`src/lie_pkg.sv`:
```
// Package for the line input editor: character codes, the command word that
// passes from the front part to the back part, and the result word.
// No dependencies.
`timescale 1ns / 1ps
`default_nettype none

package lie_pkg;

	localparam int BUFFER_DEPTH_DEF = 256;
	localparam int CMD_DEPTH_DEF = 4;

	localparam int COUNT_W = 9;
	localparam logic [COUNT_W-1:0] MAX_COUNT_RESET = 9'd256;

	localparam logic [7:0] CH_EOT = 8'd4;
	localparam logic [7:0] CH_DEL = 8'd127;
	localparam logic [7:0] CH_LF = 8'd10;
	localparam logic [7:0] CH_CR = 8'd13;
	localparam logic [7:0] CH_BS = 8'd8;
	localparam logic [7:0] CH_SP = 8'd32;

	typedef struct packed {
		logic       echo_valid;
		logic [7:0] echo_byte;
		logic       store_valid;
		logic [7:0] store_index;
		logic [7:0] store_byte;
		logic       done_res;
		logic [8:0] length;
		logic       last;
	} result_t;

	typedef struct packed {
		logic       erase;
		logic       echo_valid;
		logic [7:0] echo_byte;
		logic       store_valid;
		logic [7:0] store_index;
		logic [7:0] store_byte;
		logic       done_res;
		logic [8:0] length;
	} cmd_t;

	typedef struct packed {
		logic empty;
		logic full;
	} fifo_stat_t;

endpackage

`default_nettype wire

```
`src/lie_front.sv`:
```
// Front part of the line input editor: classifies each received byte, keeps the line position
// and builds one command word per byte, none for a delete on an empty line. Uses lie_pkg.
`timescale 1ns / 1ps
`default_nettype none

module lie_front
	import lie_pkg::*;
#(
	parameter int BUFFER_DEPTH = BUFFER_DEPTH_DEF
) (
	input  wire logic               clk,
	input  wire logic               arst_n,
	input  wire logic               accept,
	input  wire logic [7:0]         rx_byte,
	input  wire logic [COUNT_W-1:0] max_count,
	output      logic               cmd_push,
	output      cmd_t               cmd
);

	localparam int CAP = (BUFFER_DEPTH < 511) ? BUFFER_DEPTH : 511;
	localparam int POS_W = $clog2(CAP);
	localparam logic [9:0] CLAMP = 10'(CAP);

	logic [POS_W-1:0] pos_q;
	logic [POS_W-1:0] pos_d;
	logic [9:0] pos_ext;
	logic [9:0] pos_inc;
	logic [9:0] eff_count;
	logic [9:0] req_count;

	assign pos_ext = 10'(pos_q);
	assign pos_inc = pos_ext + 10'd1;
	assign req_count = (max_count == '0) ? 10'd1 : 10'(max_count);
	assign eff_count = (req_count > CLAMP) ? CLAMP : req_count;

	always_comb begin
		cmd = '0;
		cmd_push = accept;
		pos_d = pos_q;
		if (rx_byte == CH_EOT) begin
			cmd.done_res = 1'b1;
			cmd.length = 9'(pos_ext);
			pos_d = '0;
		end else if (rx_byte == CH_DEL) begin
			if (pos_q == '0) begin
				cmd_push = 1'b0;
			end else begin
				pos_d = pos_q - POS_W'(1);
				cmd.erase = 1'b1;
				cmd.echo_valid = 1'b1;
				cmd.echo_byte = CH_BS;
				cmd.store_valid = 1'b1;
				cmd.store_index = 8'(pos_q - POS_W'(1));
			end
		end else if (rx_byte == CH_LF || rx_byte == CH_CR) begin
			cmd.echo_valid = 1'b1;
			cmd.echo_byte = CH_LF;
			cmd.store_valid = 1'b1;
			cmd.store_index = 8'(pos_q);
			cmd.store_byte = rx_byte;
			cmd.done_res = 1'b1;
			cmd.length = 9'(pos_inc);
			pos_d = '0;
		end else begin
			cmd.echo_valid = 1'b1;
			cmd.echo_byte = rx_byte;
			cmd.store_valid = 1'b1;
			cmd.store_index = 8'(pos_q);
			cmd.store_byte = rx_byte;
			if (pos_inc >= eff_count) begin
				cmd.done_res = 1'b1;
				cmd.length = 9'(pos_inc);
				pos_d = '0;
			end else begin
				pos_d = POS_W'(pos_inc);
			end
		end
	end

	always_ff @(posedge clk or negedge arst_n) begin
		if (!arst_n) begin
			pos_q <= '0;
		end else if (accept) begin
			pos_q <= pos_d;
		end
	end

endmodule

`default_nettype wire

```
`src/lie_cmd_fifo.sv`:
```
// Short command queue between the front and back parts of the line input
// editor; registers, one word in/out per cycle unless full/empty. Uses lie_pkg.
`timescale 1ns / 1ps
`default_nettype none

module lie_cmd_fifo
	import lie_pkg::*;
#(
	parameter int DEPTH = CMD_DEPTH_DEF
) (
	input  wire logic clk,
	input  wire logic arst_n,
	input  wire logic wr_en,
	input  wire cmd_t wr_data,
	input  wire logic rd_en,
	output cmd_t      rd_data,
	output fifo_stat_t stat
);

	localparam int IDX_W = $clog2(DEPTH);
	localparam int CNT_W = $clog2(DEPTH + 1);

	cmd_t mem_q [DEPTH];
	logic [IDX_W-1:0] wr_ptr_q;
	logic [IDX_W-1:0] rd_ptr_q;
	logic [CNT_W-1:0] count_q;
	logic do_wr;
	logic do_rd;

	assign stat.empty = (count_q == '0);
	assign stat.full = (count_q == CNT_W'(DEPTH));
	assign do_wr = wr_en && !stat.full;
	assign do_rd = rd_en && !stat.empty;
	assign rd_data = mem_q[rd_ptr_q];

	always_ff @(posedge clk) begin
		if (do_wr) begin
			mem_q[wr_ptr_q] <= wr_data;
		end
	end

	always_ff @(posedge clk or negedge arst_n) begin
		if (!arst_n) begin
			wr_ptr_q <= '0;
			rd_ptr_q <= '0;
			count_q <= '0;
		end else begin
			if (do_wr) begin
				wr_ptr_q <= (wr_ptr_q == IDX_W'(DEPTH - 1)) ? '0 : wr_ptr_q + IDX_W'(1);
			end
			if (do_rd) begin
				rd_ptr_q <= (rd_ptr_q == IDX_W'(DEPTH - 1)) ? '0 : rd_ptr_q + IDX_W'(1);
			end
			if (do_wr && !do_rd) begin
				count_q <= count_q + CNT_W'(1);
			end else if (do_rd && !do_wr) begin
				count_q <= count_q - CNT_W'(1);
			end
		end
	end

endmodule

`default_nettype wire

```
`src/lie_back.sv`:
```
// Back part of the line input editor: expands each command word into its
// result words and holds the oldest one in an output register. Uses lie_pkg.
`timescale 1ns / 1ps
`default_nettype none

module lie_back
	import lie_pkg::*;
(
	input  wire logic clk,
	input  wire logic arst_n,
	input  wire cmd_t cmd,
	input  wire logic cmd_avail,
	output      logic cmd_pop,
	input  wire logic pop,
	output      logic out_valid,
	output result_t   out
);

	logic [1:0] step_q;
	logic       out_valid_q;
	result_t    out_q;
	result_t    res;
	logic       slot_free;
	logic       load;
	logic       final_word;

	assign slot_free = !out_valid_q || pop;
	assign load = slot_free && cmd_avail;
	assign final_word = !cmd.erase || (step_q == 2'd2);
	assign cmd_pop = load && final_word;

	always_comb begin
		res.echo_valid = cmd.echo_valid;
		res.echo_byte = cmd.echo_byte;
		res.store_valid = cmd.store_valid;
		res.store_index = cmd.store_index;
		res.store_byte = cmd.store_byte;
		res.done_res = cmd.done_res;
		res.length = cmd.length;
		res.last = final_word;
		if (cmd.erase && step_q != 2'd0) begin
			res.store_valid = 1'b0;
			res.store_index = '0;
			res.store_byte = '0;
			res.echo_byte = (step_q == 2'd1) ? CH_SP : CH_BS;
		end
	end

	always_ff @(posedge clk) begin
		if (load) begin
			out_q <= res;
		end
	end

	always_ff @(posedge clk or negedge arst_n) begin
		if (!arst_n) begin
			step_q <= '0;
			out_valid_q <= 1'b0;
		end else begin
			if (load) begin
				out_valid_q <= 1'b1;
				step_q <= final_word ? 2'd0 : step_q + 2'd1;
			end else if (pop) begin
				out_valid_q <= 1'b0;
			end
		end
	end

	assign out_valid = out_valid_q;
	assign out = out_q;

endmodule

`default_nettype wire

```
`src/line_input_editor_top.sv`:
```
// Top level of the line input editor: configuration register, front part,
// command queue and back part. Uses lie_pkg, lie_front, lie_cmd_fifo, lie_back.
//
// Usage: received console bytes go in through push/full; a byte is taken at a
// clock edge with push high and full low. Result words come out through
// empty/pop; the oldest word is on the result ports while empty is low and is
// taken at an edge with pop high. Each byte gives one word, a delete (127) on a
// nonempty line gives three (backspace, space, backspace echo), and a delete
// on an empty line gives none. The last port marks the final word of a byte.
// max_count is written at an edge with max_count_we high; the user is to write it
// only while the block idles, which the block does not enforce. When nothing
// waits, a byte's command enters the queue at the edge that takes the byte, and
// its word is then loaded into the output register. One byte per cycle goes in
// while full is low, one word per cycle out while pop is high; an erase command
// stays at the head of the queue until all three of its words are loaded. The
// command queue holds CMD_DEPTH commands; full rises when it fills while the
// receiver stalls, and the held word stays unchanged until popped. Reset clears
// the line position, the queue and the output, and sets max_count to 256.
`timescale 1ns / 1ps
`default_nettype none

module line_input_editor_top
	import lie_pkg::*;
#(
	parameter int BUFFER_DEPTH = BUFFER_DEPTH_DEF,
	parameter int CMD_DEPTH = CMD_DEPTH_DEF
) (
	input  wire logic               clk,
	input  wire logic               arst_n,
	input  wire logic               push,
	output      logic               full,
	input  wire logic [7:0]         rx_byte,
	input  wire logic               max_count_we,
	input  wire logic [COUNT_W-1:0] max_count,
	output      logic               empty,
	input  wire logic               pop,
	output      logic               echo_valid,
	output      logic [7:0]         echo_byte,
	output      logic               store_valid,
	output      logic [7:0]         store_index,
	output      logic [7:0]         store_byte,
	output      logic               done_res,
	output      logic [8:0]         length,
	output      logic               last
);

	logic [COUNT_W-1:0] max_count_q;
	logic       accept;
	logic       cmd_push;
	cmd_t       cmd_in;
	cmd_t       cmd_head;
	fifo_stat_t fifo_stat;
	logic       cmd_pop;
	logic       out_valid;
	result_t    out;

	always_ff @(posedge clk or negedge arst_n) begin
		if (!arst_n) begin
			max_count_q <= MAX_COUNT_RESET;
		end else if (max_count_we) begin
			max_count_q <= max_count;
		end
	end

	assign full = fifo_stat.full;
	assign accept = push && !fifo_stat.full;

	lie_front #(
		.BUFFER_DEPTH(BUFFER_DEPTH)
	) u_front (
		.clk(clk),
		.arst_n(arst_n),
		.accept(accept),
		.rx_byte(rx_byte),
		.max_count(max_count_q),
		.cmd_push(cmd_push),
		.cmd(cmd_in)
	);

	lie_cmd_fifo #(
		.DEPTH(CMD_DEPTH)
	) u_fifo (
		.clk(clk),
		.arst_n(arst_n),
		.wr_en(cmd_push),
		.wr_data(cmd_in),
		.rd_en(cmd_pop),
		.rd_data(cmd_head),
		.stat(fifo_stat)
	);

	lie_back u_back (
		.clk(clk),
		.arst_n(arst_n),
		.cmd(cmd_head),
		.cmd_avail(!fifo_stat.empty),
		.cmd_pop(cmd_pop),
		.pop(pop),
		.out_valid(out_valid),
		.out(out)
	);

	assign empty = !out_valid;
	assign echo_valid = out.echo_valid;
	assign echo_byte = out.echo_byte;
	assign store_valid = out.store_valid;
	assign store_index = out.store_index;
	assign store_byte = out.store_byte;
	assign done_res = out.done_res;
	assign length = out.length;
	assign last = out.last;

	a_nonlast_is_erase_echo: assert property (@(posedge clk) disable iff (!arst_n)
		(!empty && !last) |-> (echo_valid && (echo_byte == CH_BS || echo_byte == CH_SP)))
		else $error("non-final word is not an erase echo");

	a_done_is_last: assert property (@(posedge clk) disable iff (!arst_n)
		(!empty && done_res) |-> last)
		else $error("line completion on a non-final word");

	a_byte_reaches_output: assert property (@(posedge clk) disable iff (!arst_n)
		(push && !full && rx_byte != CH_DEL) |=> ##1 !empty)
		else $error("accepted byte produced no result word");

endmodule

`default_nettype wire

```
`config.mk`:
```
export PLATFORM = sky130hd
export DESIGN_NAME = line_input_editor_top
export DESIGN_NICKNAME = d
export VERILOG_FILES = /design/src/lie_pkg.sv /design/src/lie_front.sv /design/src/lie_cmd_fifo.sv /design/src/lie_back.sv /design/src/line_input_editor_top.sv
export SDC_FILE = /design/constraint.sdc
export NUM_CORES = 1
export LEC_CHECK = 0
export ABC_AREA = 1
export BUFFER_PORTS_ARGS = -buffer_cell sky130_fd_sc_hd__buf_4
export CAP_MARGIN = 0
export CORE_ASPECT_RATIO = 1.75
export CORE_UTILIZATION = 35
export CTS_CLUSTER_DIAMETER = 60
export DETAILED_ROUTE_END_ITERATION = 8
export SLEW_MARGIN = 10
export SYNTH_ARGS = -nofsm -noshare
export SYNTH_HDL_FRONTEND = slang
export SYNTH_SLANG_ARGS = --single-unit
```
`constraint.sdc`:
```
create_clock -name clk -period 5.4 [get_ports clk]
set_input_delay 0.81 -clock clk [delete_from_list [all_inputs] [get_ports clk]]
set_output_delay 0.81 -clock clk [all_outputs]
set_load 0.1 [all_outputs]
```
### Word level (Yosys, flattened, before mapping)

Memory sizes are Yosys's and may differ from the RTL's.
Index checks and enable logic that the tools add are counted.

* add/subtract/negate cells: 7
* order comparisons: 2
* eq/ne operators: 10
* mux-type cells: 29
* reductions and logical operators: 24

Operators by type and width (count)
* $mux W8: 5
* $mux W18: 2
* $mux W35: 1
* $mux W10: 3
* $mux W27: 1
* $mux W25: 1
* $mux W19: 1
* $eq A8 B4 Y1 const B: 2
* $ge A10 B10 Y1: 1
* $gt A10 B9 Y1 const B: 1
* $add A8 B1 Y9 const B: 1
* $logic_not A9 Y1: 1
* $mux W9: 1
* $eq A8 B3 Y1 const B: 1
* $eq A8 B7 Y1 const B: 1
* $logic_and A1 B1 Y1: 8
* $logic_not A8 Y1: 1
* $mux W1: 8
* $sub A8 B1 Y8 const B: 1
* $add A2 B1 Y2 const B: 3
* $eq A2 B2 Y1 const B: 3
* $logic_not A1 Y1: 6
* $mux W2: 3
* $mux W3: 2
* other kinds (10): 14

* flip-flop bits (word level): 64
* memory bits (writable): 148
* input port bits: 22
* logic and storage cells: 88
* memories: 1

Memory list
* u_fifo.mem_q: depth 4, bits a word 37, rd ports 1, clocked after memory_dff 0, wr ports 1, RTL line lie_cmd_fifo.sv:23 `cmd_t mem_q [DEPTH];`

### Longest topological paths before layout

Gate-level depths: netlist of the first run.

* depth after elaboration: 11
* mapped depth: 17
* depth with buffers taken out: 17

### Hierarchy

Synthesis of the first run repeated with hierarchy kept, for this count alone.

* cell total of the unflattened synthesis: 938
* area total of the unflattened synthesis: 9864.5 um^2

Modules (own cells, without submodules)
* lie_cmd_fifo: instances 1, cells each 492, area each 6389.9 um^2, seq. area each 4619.4 um^2
* lie_front: instances 1, cells each 284, area each 1560.2 um^2, seq. area each 200.2 um^2
* lie_back: instances 1, cells each 120, area each 1556.5 um^2, seq. area each 1186.1 um^2
* line_input_editor_top: instances 1, cells each 42, area each 357.8 um^2, seq. area each 226.5 um^2

### Worst setup path before layout of the first run

No wires, ideal clock.

* kind: register to register
* from: register u_back.out_valid_q, in the netlist u_back.out_valid
* to: register u_fifo.count_q[1]
* arrival: 4.398 ns
* path slack: 0.879 ns
* stages on the path, launching flop included: 10
* path buffers: 0
* clock period less this slack: 4.521 ns
* cells stage by stage: dfrtp_1 > inv_1 > nor2_1 > a31oi_1 > nand2_2 > ha_1 > inv_1 > fa_1 > nor2_1 > a21oi_1

* word-level cells in the longest chain between the ends: 8
* elaborated cells on any way between the ends: 10

Ends and longest elaborated chain
* start: declaration: RTL line lie_back.sv:20 `logic out_valid_q;`
* start signal: assignment: RTL line lie_back.sv:58 `out_valid_q <= 1'b0;`
* start signal: assignment: RTL line lie_back.sv:61 `out_valid_q <= 1'b1;`
* start signal: assignment: RTL line lie_back.sv:64 `out_valid_q <= 1'b0;`
* $logic_not A1 Y1 (*)
* net empty: RTL line line_input_editor_top.sv:35 `output logic empty,`
* $logic_or A1 B1 Y1 (*): RTL line lie_back.sv:27 `assign slot_free = !out_valid_q || pop;`
* $logic_and A1 B1 Y1 (*): RTL line lie_back.sv:28 `assign load = slot_free && cmd_avail;`
* net u_back.load: RTL line lie_back.sv:24 `logic load;`
* $logic_and A1 B1 Y1 (*): RTL line lie_back.sv:30 `assign cmd_pop = load && final_word;`
* $logic_and A1 B1 Y1 (*): RTL line lie_cmd_fifo.sv:33 `assign do_rd = rd_en && !stat.empty;`
* $logic_not A1 Y1: RTL line lie_cmd_fifo.sv:54 `if (do_wr && !do_rd) begin`
* $logic_and A1 B1 Y1: RTL line lie_cmd_fifo.sv:54
* $mux W3 or $reduce_bool A2 Y1 (tied branches)
* end signal: assignment: RTL line lie_cmd_fifo.sv:55 `count_q <= count_q + CNT_W'(1);`
* end signal: assignment: RTL line lie_cmd_fifo.sv:57 `count_q <= count_q - CNT_W'(1);`
* end: declaration: RTL line lie_cmd_fifo.sv:26 `logic [CNT_W-1:0] count_q;`

Mark *: on every way through the listed nets, which the timed path passes. The rest lies on a longest branch.
A chain may end at the register's enable or synchronous reset.

### Worst setup path in the final report of the first run

* from: register u_front.pos_q[0]
* to: register u_fifo.count_q[1]

* word-level cells in the longest chain between the ends: 8
* elaborated cells on any way between the ends: 10

Ends and longest elaborated chain
* start: declaration: RTL line lie_front.sv:24 `logic [POS_W-1:0] pos_q;`
* start signal: assignment: RTL line lie_front.sv:84 `pos_q <= pos_d;`
* $logic_not A8 Y1 (*): RTL line lie_front.sv:45 `if (pos_q == '0) begin`
* $mux W1 (*): RTL line lie_front.sv:45
* $mux W1 (*): RTL line lie_front.sv:44 `end else if (rx_byte == CH_DEL) begin`
* $mux W1 (*): RTL line lie_front.sv:40 `if (rx_byte == CH_EOT) begin`
* $logic_and A1 B1 Y1 (*): RTL line lie_cmd_fifo.sv:32 `assign do_wr = wr_en && !stat.full;`
* net u_fifo.do_wr: RTL line lie_cmd_fifo.sv:27 `logic do_wr;`
* $logic_not A1 Y1: RTL line lie_cmd_fifo.sv:56 `end else if (do_rd && !do_wr) begin`
* $logic_and A1 B1 Y1: RTL line lie_cmd_fifo.sv:56
* $reduce_bool A2 Y1 (no line)

Marks and branches as above.

==> metrics.yaml, run 1 <==
placed_design:
  hpwl_um: 12790
  gp_congestion: 0.8844
  portBuffers: 60
cells_and_area:
  seqCellArea_um2: 6113
  fillerInstances: 2386
  layout_commonest_cell: "edfxtp_1"
  diodes: 0
  final_cell_mix: "edfxtp_1, nand2_1, nor2_1"
  multiInputGateArea_um2: 2486
  final_nets: 911
  drive_gt1_share_pct: 16.89
  area_growth_pct: 15.58
cts:
  cts.sinks: 208
  numCtsBuffers: 21
  cts_hold_buf: 0
  clk_latency_ns: 0.51
  htreeDepth: 1
  cts_resized: 0
  clk_pin_slew_ns: 0.06
  clockBufferDepth: 3
  cts_tree: "built"
  post_cts_buffers: 0
  cts_root_buf: "clkbuf_16"
routing:
  drc: 0
  drtIter0Drc: 459
  routedWlPerCell_um: 16.52
  via_per_inst: 4.869
  ant_nets: 0
  vias: 5833
  dr.pass1.iters: 4
  wl_um: 19790
sta:
  tightestPinTransition_ns: 0.9944
  skew_ns: 0.01099
  fin_crit_sh_pct: 55.42
  setup-violations-final: 0
  final_hold_viol_count: 0
  fmax_mhz: 334.2
  max_slew_margin_pct: 33.71
  finalCriticalPeriod_ns: 2.993
  fin_setup_tns_ns: 0
  final_max_slew_viol_count: 0
  rsz0062_at_grt: "no"
setup_path:
  cp-end-kind: "flop"
  cp_max_fo: 16
  crit_top_cell: "inv_1"
  reg2reg_slack_ns: 2.41
  crit_type: "flop to flop"
  r2r-end: "u_fifo.count_q[1]$_DFFE_PN0P_"
  worstPathBufferInverterCount: 4
  worstReg2RegStart: "u_front.pos_q[0]$_DFFE_PN0P_"
  cp-start-kind: "flop"
  critPathSlowestCell: "o21ai_4"
  r2r_cells: 12
  crit_chain: "inv_1, ha_1, inv_1, nor3_1, nand2_2, o21ai_4, inv_2, ha_1, inv_1, fa_1, nor2_1, a21oi_1"
  crit_required_ns: 5.79
  path_delay_family: "adder cells"
  max_stage_delay_ns: 0.53
  arrival_ns: 3.38
floorplanning:
  die_w_um: 123.8
  pin_count: 61
  fp.coreArea_um2: 25340
  fp.dieH_um: 215.1
  start_util_pct: 35.86
  rows: 77
  die_area_um2: 26630
logic_synthesis:
  synth-seq-cells: 208
  syn_area_um2: 9085
  synth.largest_area_cell: "edfxtp_1"
  synth_area_leaders: "edfxtp_1, dfrtp_1, o21ai_0"
  synth.avg_cell_area_um2: 11.20
  synth_fp_nets: 855
  synth_top_area_share_pct: 59.83
  yosysSeqAreaShare_pct: 67.28
  ys_warn_count: 0
  ys_types: 44
  synth_cells: 811
flow_run:
  max_cap_violations: 0
grt:
  grt_usage_pct: 15.43
  grt_first_pass_wirelength_um: 31320
  grt_pass1_vias: 5895
  overflow: 0
  antenna_found_initial: 0
  grt_max_degree: 75
min_path:
  hp-class: "input pin to asynchronous set/reset pin"
run_status:
  outcome: "completed"
==> cell type report <==
cell class | count | share of cell area [%]
Clock buffer | 23 | 5.076
Clock inverter | 15 | 1.168
Inverter | 88 | 3.158
Multi-Input combinational cell | 479 | 23.68
Sequential cell | 208 | 58.22
Tap cell | 316 | 3.765
Timing Repair Buffer | 69 | 4.933
==> how the worst max path moves through the flow <==
stage	start	to	slack [ns]	cells after the start
global placement	rx_byte[7]	u_fifo.count_q[1]$_DFFE_PN0P_	2.24	12
global route	max_count_q[6]$_DFFE_PN0P_	u_fifo.mem_q[1][6]$_DFFE_PP_	2.10	13
finish	u_front.pos_q[0]$_DFFE_PN0P_	u_fifo.count_q[1]$_DFFE_PN0P_	2.41	12
floorplan	u_back.out_valid$_DFFE_PN0P_	u_fifo.count_q[1]$_DFFE_PN0P_	0.88	9
detailed placement	rx_byte[7]	u_fifo.count_q[1]$_DFFE_PN0P_	2.20	12
CTS	max_count_q[6]$_DFFE_PN0P_	u_fifo.mem_q[1][6]$_DFFE_PP_	2.33	13
==> layer usage <==
layer	wire length, um	vias to the layer above	global-route usage, %
met1	7551	2771	17.47
met3	791	37	1.752
li1	-	2903	-
met4	452	0	6.667
met5	0	-	0
met2	10990	122	28.31
==> cells in the mapped netlist (all sizes together) <==
library cell and instances:
inv 86, o21bai 1, nor2 117, mux2 2
or2 2, a21oi 13, clkbuf 20, a211oi 1
nor3 6, xor2 4, a32o 1, dfstp 1
a31oi 1, o41ai 1, o211ai 1, nand3 38
o21a 2, a21o 1, o21ai 97, o22ai 34
and3 1, xnor2 1, clkinv 2, dfrtp 26
edfxtp 181, buf 16, fa 1, nand2 129
nand4 3, nor4 1, ha 21
==> cell families (layout without fill, tap and decap cells) <==
family                     after synthesis  in the layout  synth area share [%]
adders and majority gates               22             22                 3.113
AOI/OAI and AO/OA                      153            153                 9.296
DFF                                    208            208                 67.28
xor gates and xnor gates                 5              5                0.4820
and+or+nand+nor                        297            297                 13.73
muxes                                    2              2                0.2479
buffers and inverters                  124            195                 5.853
==> flip-flops by register name, summed over array words and instances (netlist names) <==
signal	count
u_back.out	37
u_fifo.count_q	3
u_back.step_q	2
u_fifo.mem_q	144
u_fifo.wr_ptr_q	2
max_count_q	9
u_front.pos_q	8
u_fifo.rd_ptr_q	2
u_back.out_valid	1
==> stage by stage <==
stage | hold WS (ns) | worst slack [ns] | util [%] | instances | cell area [um^2]
floorplan | 0.5031 | 0.8786 | - | 811 | 9085
global placement | 0.5299 | 2.239 | 38.85 | 1160 | 9844
detailed placement | 0.5378 | 2.195 | 38.85 | 1160 | 9844
CTS | 0.2300 | 2.326 | 41.44 | 1198 | 10500
global route | 0.2442 | 2.097 | 41.44 | 1198 | 10500
finish | 0.2273 | 2.407 | 41.44 | 1198 | 10500
Power of run 1 is not shown: default switching activity piles up to over one toggle a cycle in this logic, so the estimate is an artifact.
==> inputs of run 2 (changes only) <==
==> constraint.sdc (replaced) <==
create_clock -name clk -period 2.9 [get_ports clk]
set_input_delay 0.435 -clock clk [delete_from_list [all_inputs] [get_ports clk]]
set_output_delay 0.435 -clock clk [all_outputs]
set_load 0.1 [all_outputs]
==> metrics.yaml, run 2 (synthesized netlist as in run 1, its figures left out) <==
sta:
  tightestPinTransition_ns: 0.6711
  max_slew_margin_pct: 55.26
  skew_ns: 0.01224
  fin_setup_tns_ns: 0
  rsz0062_at_grt: "no"
  setup-violations-final: 0
  fmax_mhz: 388.2
  final_max_slew_viol_count: 0
  final_hold_viol_count: 0
  finalCriticalPeriod_ns: 2.576
  fin_crit_sh_pct: 88.84
routing:
  drtIter0Drc: 520
  drc: 0
  via_per_inst: 4.983
  wl_um: 19990
  dr.pass1.iters: 5
  vias: 6034
  ant_nets: 0
  routedWlPerCell_um: 16.50
cts:
  cts_tree: "built"
  numCtsBuffers: 21
  clk_pin_slew_ns: 0.06
  htreeDepth: 1
  clk_latency_ns: 0.50
  post_cts_buffers: 0
  cts.sinks: 208
  clockBufferDepth: 3
  cts_root_buf: "clkbuf_16"
floorplanning:
  start_util_pct: 35.86
  die_w_um: 123.8
  die_area_um2: 26630
  pin_count: 61
  fp.coreArea_um2: 25340
  fp.dieH_um: 215.1
  rows: 77
flow_run:
  max_cap_violations: 0
setup_path:
  max_stage_delay_ns: 0.37
  arrival_ns: 2.76
  cp-end-kind: "flop"
  cp-start-kind: "flop"
  worstPathBufferInverterCount: 2
  path_delay_family: "simple AND/OR/NAND/NOR gates"
  crit_chain: "inv_1, nand4_1, o41ai_1, buf_4, nand2_1, ha_1, nand2_1, nand2_1, nand2_1, nand2_1, nor2_1, nand3_2, nand3_1, o21ai_0"
  crit_required_ns: 3.08
  critPathSlowestCell: "dfrtp_1"
  crit_top_cell: "nand2_1"
  crit_type: "flop to flop"
  cp_max_fo: 10
grt:
  overflow: 0
  antenna_found_initial: 0
  grt_usage_pct: 15.69
  grt_max_degree: 66
  grt_pass1_vias: 5961
  grt_first_pass_wirelength_um: 31530
placed_design:
  gp_congestion: 0.9092
  dp_cells: 1173
  hpwl_um: 13410
  portBuffers: 60
cells_and_area:
  regMostFlops: "u_fifo.mem_q"
  final_nets: 925
  largest_reg_flops: 144
  area_growth_pct: 17.95
  final_cell_mix: "edfxtp_1, nand2_1, nor2_1"
  drive_gt1_share_pct: 18.10
  final_cells: 1211
  diodes: 0
  seqCellArea_um2: 6115
  finish.utilization_pct: 42.29
  multiInputGateArea_um2: 2486
  layout_commonest_cell: "edfxtp_1"
  fillerInstances: 2391
min_path:
  hp-class: "input pin to flop"
run_status:
  outcome: "completed"
==> run 2: changes by cell type in the layout (fill, tap and decap cells not counted), sizes merged <==
cell | before | now
inv | 89 | 86
bufinv | 1 | 2
clkinvlp | 2 | 1
buf | 69 | 82
dlygate4sd3 | 0 | 1
clkbuf | 23 | 29
clkinv | 11 | 7
==> run 2: worst register-to-register path, stage by stage (launching register included) <==
cell     delay [ns]
dfrtp_1        0.37
inv_1          0.07
nand4_1        0.13
o41ai_1        0.29
buf_4          0.20
nand2_1        0.05
ha_1           0.29
nand2_1        0.07
nand2_1        0.04
nand2_1        0.05
nand2_1        0.04
nor2_1         0.12
nand3_2        0.20
nand3_1        0.12
o21ai_0        0.20
==> run 2: final cells by class <==
type	instances	share of cell area, %
multi-input combinational	479	23.20
timing repair buffer	83	6.539
tap	316	3.690
sequential	208	57.06
inverter	88	3.129
clock inverter	8	0.9108
clock buffer	29	5.465
==> run 2: repair_timing <==
item	CTS	global route
hold buffers	1	0
endpoints found under the hold margin	26	0
endpoints found under the setup margin	0	11
resized for setup	0	1
==> run 2: path summary, 6_finish.rpt <==
| check | startpoint | end | slack (ns) | cells after the start |
|---|---|---|---|---|
| worst min-delay path | max_count[2] | max_count_q[2]$_DFFE_PN0P_ | 0.14 | 3 |
| worst min register to register | u_fifo.count_q[0]$_DFFE_PN0P_ | u_fifo.count_q[0]$_DFFE_PN0P_ | 0.54 | 1 |
| worst max-delay path | max_count_q[6]$_DFFE_PN0P_ | u_fifo.mem_q[1][3]$_DFFE_PP_ | 0.32 | 14 |
| min in group asynchronous | arst_n | u_back.step_q[1]$_DFFE_PN0P_ | 0.41 | 2 |
| worst max register to register | max_count_q[6]$_DFFE_PN0P_ | u_fifo.mem_q[1][3]$_DFFE_PP_ | 0.32 | 14 |
| max in group asynchronous | arst_n | max_count_q[8]$_DFFE_PN1P_ | 2.15 | 2 |
==> run 2: routing by layer <==
layer  share of wire (%)  track usage (%)  wire [um]
met1                  37            17.14       7453
met2                  55            29.04      11080
met3                 3.2            1.672        644
met4                 4.1            7.871        814
met5                   0                0          0
==> run 2: through the flow <==
step | setup slack (ns) | cell area (um^2) | hold slack [ns]
finish | 0.3237 | 10720 | 0.1407
global route | 0.03614 | 10720 | 0.1364
CTS | 0.2388 | 10710 | 0.1164
detailed placement | 0.2529 | 10020 | 0.3894
global placement | 0.3346 | 10020 | 0.3885
floorplan | -0.2834 | 9104 | 0.1394
Power of run 2 is left out for the same reason.
==> inputs of run 3 (changes only) <==
--- a/config.mk
+++ b/config.mk
@@ -6,12 +6,14 @@
 export NUM_CORES = 1
 export LEC_CHECK = 0
 export ABC_AREA = 1
+export ABC_CLOCK_PERIOD_IN_PS = 2900
 export BUFFER_PORTS_ARGS = -buffer_cell sky130_fd_sc_hd__buf_4
 export CAP_MARGIN = 0
 export CORE_ASPECT_RATIO = 1.75
 export CORE_UTILIZATION = 35
 export CTS_CLUSTER_DIAMETER = 60
 export DETAILED_ROUTE_END_ITERATION = 8
+export RECOVER_POWER = 25
 export SLEW_MARGIN = 10
 export SYNTH_ARGS = -nofsm -noshare
 export SYNTH_HDL_FRONTEND = slang
==> metrics.yaml, run 3 (synthesized netlist as in run 1, its figures left out) <==
cts:
  numCtsBuffers: 21
  cts_tree: "built"
  clk_latency_ns: 0.50
  clk_pin_slew_ns: 0.06
  cts.sinks: 208
  htreeDepth: 1
  cts_root_buf: "clkbuf_16"
  clockBufferDepth: 3
placed_design:
  hpwl_um: 13410
  gp_congestion: 0.9092
  dpl-instance-area_um2: 10020
  portBuffers: 60
sta:
  fin_crit_sh_pct: 88.97
  skew_ns: 0.01235
  max_slew_margin_pct: -13.55
  finalCriticalPeriod_ns: 2.580
  final_max_slew_viol_count: 28
  final_hold_viol_count: 0
  setup-violations-final: 0
  rsz0062_at_grt: "no"
  tightestPinTransition_ns: 1.703
  fmax_mhz: 387.6
  hold_ws_ns: 0.1410
cells_and_area:
  fin_area_um2: 10650
  diodes: 0
  fillerInstances: 2401
  finish.utilization_pct: 42.03
  final_cell_mix: "edfxtp_1, nand2_1, nor2_1"
  largest_reg_flops: 144
  seqCellArea_um2: 6115
  final_nets: 925
  area_growth_pct: 17.23
  layout_commonest_cell: "edfxtp_1"
  multiInputGateArea_um2: 2481
  drive_gt1_share_pct: 15.87
  regMostFlops: "u_fifo.mem_q"
setup_path:
  cp-start-kind: "flop"
  cp_max_fo: 10
  arrival_ns: 2.76
  crit_type: "flop to flop"
  crit_required_ns: 3.08
  cp-end-kind: "flop"
flow_run:
  max_cap_violations: 1
grt:
  grt_usage_pct: 15.69
  overflow: 0
  grt_first_pass_wirelength_um: 31530
  antenna_found_initial: 0
  grt_pass1_vias: 5961
  grt_max_degree: 66
floorplanning:
  die_w_um: 123.8
  fp.dieH_um: 215.1
  fp.coreArea_um2: 25340
  rows: 77
  start_util_pct: 35.86
  pin_count: 61
  die_area_um2: 26630
run_status:
  outcome: "finished, violations left"
  violations: "max-capacitance violations, max-slew violations"
min_path:
  hp-class: "input pin to flop"
routing:
  dr.pass1.iters: 7
  routedWlPerCell_um: 16.52
  drc: 0
  via_per_inst: 4.992
  ant_nets: 0
  drtIter0Drc: 491
  vias: 6045
  wl_um: 20000
run 3: per-stage QoR:
step | setup TNS [ns] | instances | setup slack [ns]
2_1_floorplan | -40.80 | 811 | -0.2834
3_3_place_gp | 0 | 1173 | 0.3346
3_5_place_dp | 0 | 1173 | 0.2529
4_1_cts | 0 | 1211 | 0.2388
5_1_grt | 0 | 1211 | 0.03518
6_report | 0 | 1211 | 0.3198
run 3: worst paths after layout:
kind,from,end,slack [ns],depth (start not counted)
max,max_count_q[6]$_DFFE_PN0P_,u_fifo.mem_q[1][3]$_DFFE_PP_,0.32,14
min,max_count[2],max_count_q[2]$_DFFE_PN0P_,0.14,3
max reg2reg,max_count_q[6]$_DFFE_PN0P_,u_fifo.mem_q[1][3]$_DFFE_PP_,0.32,14
min reg2reg,u_fifo.count_q[0]$_DFFE_PN0P_,u_fifo.count_q[0]$_DFFE_PN0P_,0.54,1
max in group asynchronous,arst_n,u_front.pos_q[0]$_DFFE_PN0P_,0.86,2
min in group asynchronous,arst_n,u_back.step_q[1]$_DFFE_PN0P_,0.91,2
run 3: routing by layer:
| layer | GRT usage, % | share of wire [%] |
|---|---|---|
| met1 | 17.14 | 38 |
| met2 | 29.04 | 55 |
| met3 | 1.672 | 3.2 |
| met4 | 7.871 | 4.0 |
| met5 | 0 | 0 |
run 3: worst max-delay path: stages (launching register included):
cell and delay, ns:
dfrtp_1 0.37, inv_1 0.07, nand4_1 0.13, o41ai_1 0.29, buf_4 0.20, nand2_1 0.05
ha_1 0.29, nand2_1 0.08, nand2_1 0.05, nand2_1 0.05, nand2_1 0.05, nor2_1 0.12
nand3_2 0.20, nand3_1 0.12, o21ai_0 0.20
run 3: timing repair:
| action | 4_1_cts | 5_1_grt |
|---|---|---|
| hold buffers | 1 | 0 |
| endpoints found under the hold margin | 26 | 0 |
| buffers inserted | 0 | 0 |
| resized for setup | 0 | 1 |
| setup endpoints to repair | 0 | 11 |
run 3: area by class of cell:
cell class                      instances  share of cell area (%)
Tap cell                              316                   3.712
Inverter                               88                   3.149
Clock buffer                           29                   5.498
Timing Repair Buffer                   83                   6.015
Multi-Input combinational cell        479                   23.30
Clock inverter                          8                  0.9164
Sequential cell                       208                   57.41
Power of run 3 is left out for the same reason.
